[src/rtl/isa_pkg.sv]
`default_nettype none

package isa_pkg;

  // Field and datapath widths
  localparam int QW       = 16;  // Q1.14 quaternion component
  localparam int PROD_W   = 35;  // Q.28 column entry before rounding
  localparam int COL_W    = 20;  // Q.14 column entry after rounding
  localparam int DOTP_W   = 2 * COL_W;
  localparam int DOT_W    = DOTP_W + 2;
  localparam int U_W      = 30;  // saturated dot product, Q.28
  localparam int ROOT_W   = 29;  // floor square root, Q.28
  localparam int SQN_W    = 2 * ROOT_W - 1;
  localparam int SQR_W    = 2 * ROOT_W;
  localparam int CX_W     = 33;  // CORDIC x and y
  localparam int ANG_W    = 24;  // angle in units of 2^-20 rad
  localparam int AOUT_W   = 16;

  localparam int TABLE_LEN     = 24;
  localparam int ARC_STEPS_DEF = 16;

  localparam longint ONE_Q28     = 64'sd268435456;
  localparam int      HALF_PI_U20 = 1647099;
  localparam int      PI_Q14      = 51472;

  // Queue between front and back
  localparam int QDEPTH = 4;  // power of two
  localparam int QAW    = $clog2(QDEPTH);

  typedef enum logic [2:0] {
    REG_CAL_W,
    REG_CAL_X,
    REG_CAL_Y,
    REG_CAL_Z,
    REG_MOUNT
  } cfg_reg_e;

  typedef logic signed [COL_W-1:0] col_t;

  typedef struct packed {
    col_t c0;
    col_t c1;
    col_t c2;
  } column_t;

  // Calibration state handed from front to back
  typedef struct packed {
    column_t cal;
    logic    mount_back;
  } cal_t;

  // One classified word in the queue
  typedef struct packed {
    column_t col;
    logic    last;
  } item_t;

  // Round Q.28 to Q.14, half away from zero
  function automatic col_t round14(input logic signed [PROD_W-1:0] v);
    logic [PROD_W-1:0] m;
    logic [PROD_W-1:0] r;
    m = v[PROD_W-1] ? PROD_W'(-v) : PROD_W'(v);
    r = (m + PROD_W'(8192)) >> 14;
    return v[PROD_W-1] ? -col_t'(r[COL_W-1:0]) : col_t'(r[COL_W-1:0]);
  endfunction

  // Third rotation-matrix column of a quaternion, Q.14 entries
  function automatic column_t third_col(input logic signed [QW-1:0] w,
                                        input logic signed [QW-1:0] x,
                                        input logic signed [QW-1:0] y,
                                        input logic signed [QW-1:0] z);
    logic signed [PROD_W-1:0] t0;
    logic signed [PROD_W-1:0] t1;
    logic signed [PROD_W-1:0] t2;
    column_t c;
    t0 = (PROD_W'(x) * PROD_W'(z) + PROD_W'(y) * PROD_W'(w)) <<< 1;
    t1 = (PROD_W'(y) * PROD_W'(z) - PROD_W'(x) * PROD_W'(w)) <<< 1;
    t2 = PROD_W'(ONE_Q28) - ((PROD_W'(x) * PROD_W'(x) + PROD_W'(y) * PROD_W'(y)) <<< 1);
    c.c0 = round14(t0);
    c.c1 = round14(t1);
    c.c2 = round14(t2);
    return c;
  endfunction

  // Arctangent of 2^-i in units of 2^-20 rad
  function automatic logic [19:0] atan_u20(input int unsigned i);
    logic [19:0] a;
    case (i)
      0:  a = 20'd823550;
      1:  a = 20'd486170;
      2:  a = 20'd256879;
      3:  a = 20'd130396;
      4:  a = 20'd65451;
      5:  a = 20'd32757;
      6:  a = 20'd16383;
      7:  a = 20'd8192;
      8:  a = 20'd4096;
      9:  a = 20'd2048;
      10: a = 20'd1024;
      11: a = 20'd512;
      12: a = 20'd256;
      13: a = 20'd128;
      14: a = 20'd64;
      15: a = 20'd32;
      16: a = 20'd16;
      17: a = 20'd8;
      18: a = 20'd4;
      19: a = 20'd2;
      20: a = 20'd1;
      21: a = 20'd1;
      default: a = 20'd0;
    endcase
    return a;
  endfunction

endpackage

`default_nettype wire

[src/rtl/isa_fifo.sv]
`default_nettype none

module isa_fifo import isa_pkg::*; (
  input  wire logic  clk_i,
  input  wire logic  rst_ni,
  input  wire logic  push_i,
  input  wire item_t item_i,
  output logic       full_o,
  input  wire logic  pop_i,
  output logic       empty_o,
  output item_t      item_o
);

  item_t          mem_q [QDEPTH];
  logic [QAW-1:0] wr_q, rd_q;
  logic [QAW:0]   cnt_q;
  logic           do_push, do_pop;

  assign full_o  = (cnt_q == (QAW+1)'(QDEPTH));
  assign empty_o = (cnt_q == '0);
  assign do_push = push_i && !full_o;
  assign do_pop  = pop_i && !empty_o;
  assign item_o  = mem_q[rd_q];

  // Advance pointers and fill count
  always_ff @(posedge clk_i or negedge rst_ni) begin
    if (!rst_ni) begin
      wr_q  <= '0;
      rd_q  <= '0;
      cnt_q <= '0;
    end else begin
      if (do_push) wr_q <= wr_q + 1'b1;
      if (do_pop)  rd_q <= rd_q + 1'b1;
      if (do_push && !do_pop) cnt_q <= cnt_q + 1'b1;
      else if (do_pop && !do_push) cnt_q <= cnt_q - 1'b1;
    end
  end

  always_ff @(posedge clk_i) begin
    if (do_push) mem_q[wr_q] <= item_i;
  end

endmodule

`default_nettype wire

[config.mk]
export PLATFORM = sky130hd
export DESIGN_NAME = isa_fifo
export DESIGN_NICKNAME = d
export VERILOG_FILES = /design/src/rtl/isa_pkg.sv /design/src/rtl/isa_fifo.sv
export SDC_FILE = /design/constraint.sdc
export NUM_CORES = 1
export LEC_CHECK = 0
export ABC_AREA = 1
export BUFFER_PORTS_ARGS = -buffer_cell sky130_fd_sc_hd__buf_2
export CAP_MARGIN = 20
export CORE_ASPECT_RATIO = 2
export CORE_MARGIN = 2
export CORE_UTILIZATION = 25
export CTS_CLUSTER_DIAMETER = 150
export DETAILED_ROUTE_END_ITERATION = 8
export GPL_TIMING_DRIVEN = 0
export RECOVER_POWER = 25
export SLEW_MARGIN = 20
export SYNTH_ARGS = -nofsm -noshare
export SYNTH_HDL_FRONTEND = slang
export SYNTH_SLANG_ARGS = --single-unit
[constraint.sdc]
create_clock -name clk_i -period 4 [get_ports clk_i]
set_input_delay 0.6 -clock clk_i [delete_from_list [all_inputs] [get_ports clk_i]]
set_output_delay 0.6 -clock clk_i [all_outputs]
set_load 0.01 [all_outputs]
==> summary.txt <==
Outcome
  • Outcome: finished clean

Synthesis
  • Synth top area cells: edfxtp_1 (72%), o211ai_1 (8.9%), nand2_1 (7.4%)
  • Mapped Nets: 844
  • Yosys top cell area share: 0.7153
  • Asr flop ratio synth: 0.02789
  • FF+latch count, synth: 251
  • Ys Warns: 0
  • Cells after Synth: 773
  • Most common cell in the synthesized netlist: edfxtp_1
  • Most frequent cells after synthesis: edfxtp_1 (244), nand2_1 (201), inv_1 (137)
  • Yosys top cell by area: edfxtp_1
  • Number of synthesized flops with an enable pin: 244
  • Synthesized cell area: 10,240 um^2
  • Sequential fraction of the synthesis area: 0.7324
  • Syn Area/Cell: 13.25 um^2
  • Most common flop cell mapped by yosys: edfxtp_1
  • Netlist cell types: 18

Layout
  • Nets: 1,010
  • Util after Layout: 0.3146
  • Layout cell share with drive strength beyond 1: 0.1954
  • Final cell count without fillers: 1,487
  • Area growth syn-to-layout: 23.88%
  • # fillers: 4,020
  • Antenna fix cells: 0

Detailed routing
  • Via count: 6,244
  • DRC: 0
  • Via/cell ratio: 4.199
  • DRT iter0 DRCs: 243
  • DRT Pass-1 Iters: 4
  • Routed wire length: 26,470 um
  • ANT nets after route: 0
  • WL per Instance: 17.80 um

Floorplan
  • I/O pins: 128
  • Row count: 104
  • Core footprint: 40,340 um^2
  • Starting Density: 0.2539
  • Area of the die: 42,710 um^2
  • Die height: 290.3 um
  • Die X: 147.1 um

Job
  • Max Cap Viol: 0

Hold path
  • Hold_sp: item_i[31]
  • Worst hold path type: in2reg

Worst setup path
  • CP arrival: 2040 ps
  • RR Startpoint: cnt_q[0]
  • Nature of the critical path endpoint: output port
  • CP Max Fanout: 10
  • Crit start category: register
  • Setup Crit Path Kind: reg2out
  • CP Data Required Time: 3400 ps
  • CP startpoint: rd_q[1]

Global routing
  • Initial antenna violation count: 0
  • Vias in the first global route: 6,528
  • GR Util All Layers: 0.1228
  • First-pass GRT wire length: 39,190 um
  • Largest net degree at the start of global routing: 22
  • Grt total ovfl: 0

Clock tree
  • PostCTS Resize Cnt: 0
  • Postcts setup bufs: 0
  • CTS Buf Count: 24
  • TritonCTS clock tree: yes
  • Root buf cell: clkbuf_16
  • CTS clk-pin slew, worst paths: 60 ps
  • CTS Buffer Depth: 3
  • Clock Latency Late Sink: 530 ps
  • Cts hold-fix bufs: 1
  • CTS sink count: 251
  • Max H-tree Level: 1

Power
  • Power per Cell Area: 761.3 nW/um^2
  • LEAKAGE: 5.010 nW
  • Maximum VDD drop: 0.7403 mV

Placement
  • Placed cells: 1,442
  • I/O Buffers: 127
  • Post-detail-place hpwl: 18,320 um
  • Routability cong.: 0.6971

Timing
  • Final Hold Fails: 0
  • Fmax: 0.3794 GHz
  • Clock skew: 13.60 ps
  • Period Utilization, post-route: 0.6590
  • Final setup viols: 0
  • Min cycle time layout: 2636 ps
  • Unrepaired setup endpoints after global routing: no
  • Worst slew pin tran: 718.7 ps
  • Max Slew Vio Count: 0
  • Slew margin rel.: 0.5197
[layout make-up]
cell class | instances | area (um^2) | share of cell area
sequential | 251 | 7502 | 0.5912
multi-input combinational | 343 | 1853 | 0.1460
timing repair buffer | 140 | 893.4 | 0.07040
tap | 530 | 663.1 | 0.05226
clock buffer | 27 | 633.1 | 0.04989
inverter | 139 | 521.8 | 0.04112
buffer | 40 | 396.6 | 0.03126
clock inverter | 17 | 226.5 | 0.01785
[power breakdown]
part	switching, mW	total [mW]	internal, mW
registers	0.121	3.57	3.45
logic	2.34	3.66	1.32
clock network	0.958	2.43	1.47
[layer usage]
metal  GRT usage  vias to the layer above  share of wire
met3     0.01633                       54          0.039
met1      0.1291                     3011           0.37
met4     0.04925                        0          0.029
met2      0.2409                      166           0.56
met5           0                        -              0
li1            -                     3013              -
[critical path: stages (launching register included)]
cell and delay [ps]:
dfrtp_1 360, buf_2 200, inv_2 190, buf_2 340
o211ai_1 160, nand2_1 110, buf_2 140
[sequential cells by signal, indices dropped and copies added, names as in the netlist]
name	flops
wr_q	2
cnt_q	3
rd_q	2
mem_q	244
[placed cells by master (no fill, tap or decap), drive strengths merged]
cell type	instances
buf	135
bufinv	5
clkbuf	71
clkinv	10
clkinvlp	1
dfrtp	7
dlygate4sd3	1
edfxtp	244
fa	1
ha	5
inv	140
nand2	201
nand3	7
nand4	1
nor2	4
o211ai	122
o21ai	1
xnor2	1
[through the flow]
stage | worst slack [ps] | instance area, um^2 | total power, mW | TNS, ps | hold WS (ps)
after global placement | -2663 | 11540 | 7.238 | -633840 | 442.0
after detailed placement | 1360 | 11870 | 7.429 | 0 | 447.8
after floorplan | 222.8 | 10240 | 5.732 | 0 | 304.4
final | 1364 | 12690 | 9.660 | 0 | 289.7
after global routing | 1160 | 12690 | 10.25 | 0 | 272.1
after CTS | 1227 | 12730 | 9.886 | 0 | 243.1
[path summary, 6_finish.rpt]
check | end | slack, ps | depth (start not counted)
min | mem_q[3][31] | 290 | 1
max reg2reg | mem_q[0][44] | 1510 | 7
max | item_o[42] | 1360 | 6
min reg2reg | cnt_q[2] | 510 | 2
min in group asynchronous | wr_q[0] | 450 | 2
max in group asynchronous | rd_q[1] | 3380 | 2
[logic make-up (layout without fill, tap and decap cells)]
| family | after synthesis | in the layout | share of synthesized area |
|---|---|---|---|
| AOI/OAI and AO/OA | 123 | 123 | 0.08990 |
| buffers and inverters | 179 | 363 | 0.08965 |
| and+or+nand+nor | 213 | 213 | 0.07915 |
| DFF | 251 | 251 | 0.7324 |
| adders and majority gates | 6 | 6 | 0.008062 |
| xor gates and xnor gates | 1 | 1 | 0.0008552 |
No activity file was read; power rests on OpenSTA's default activity.
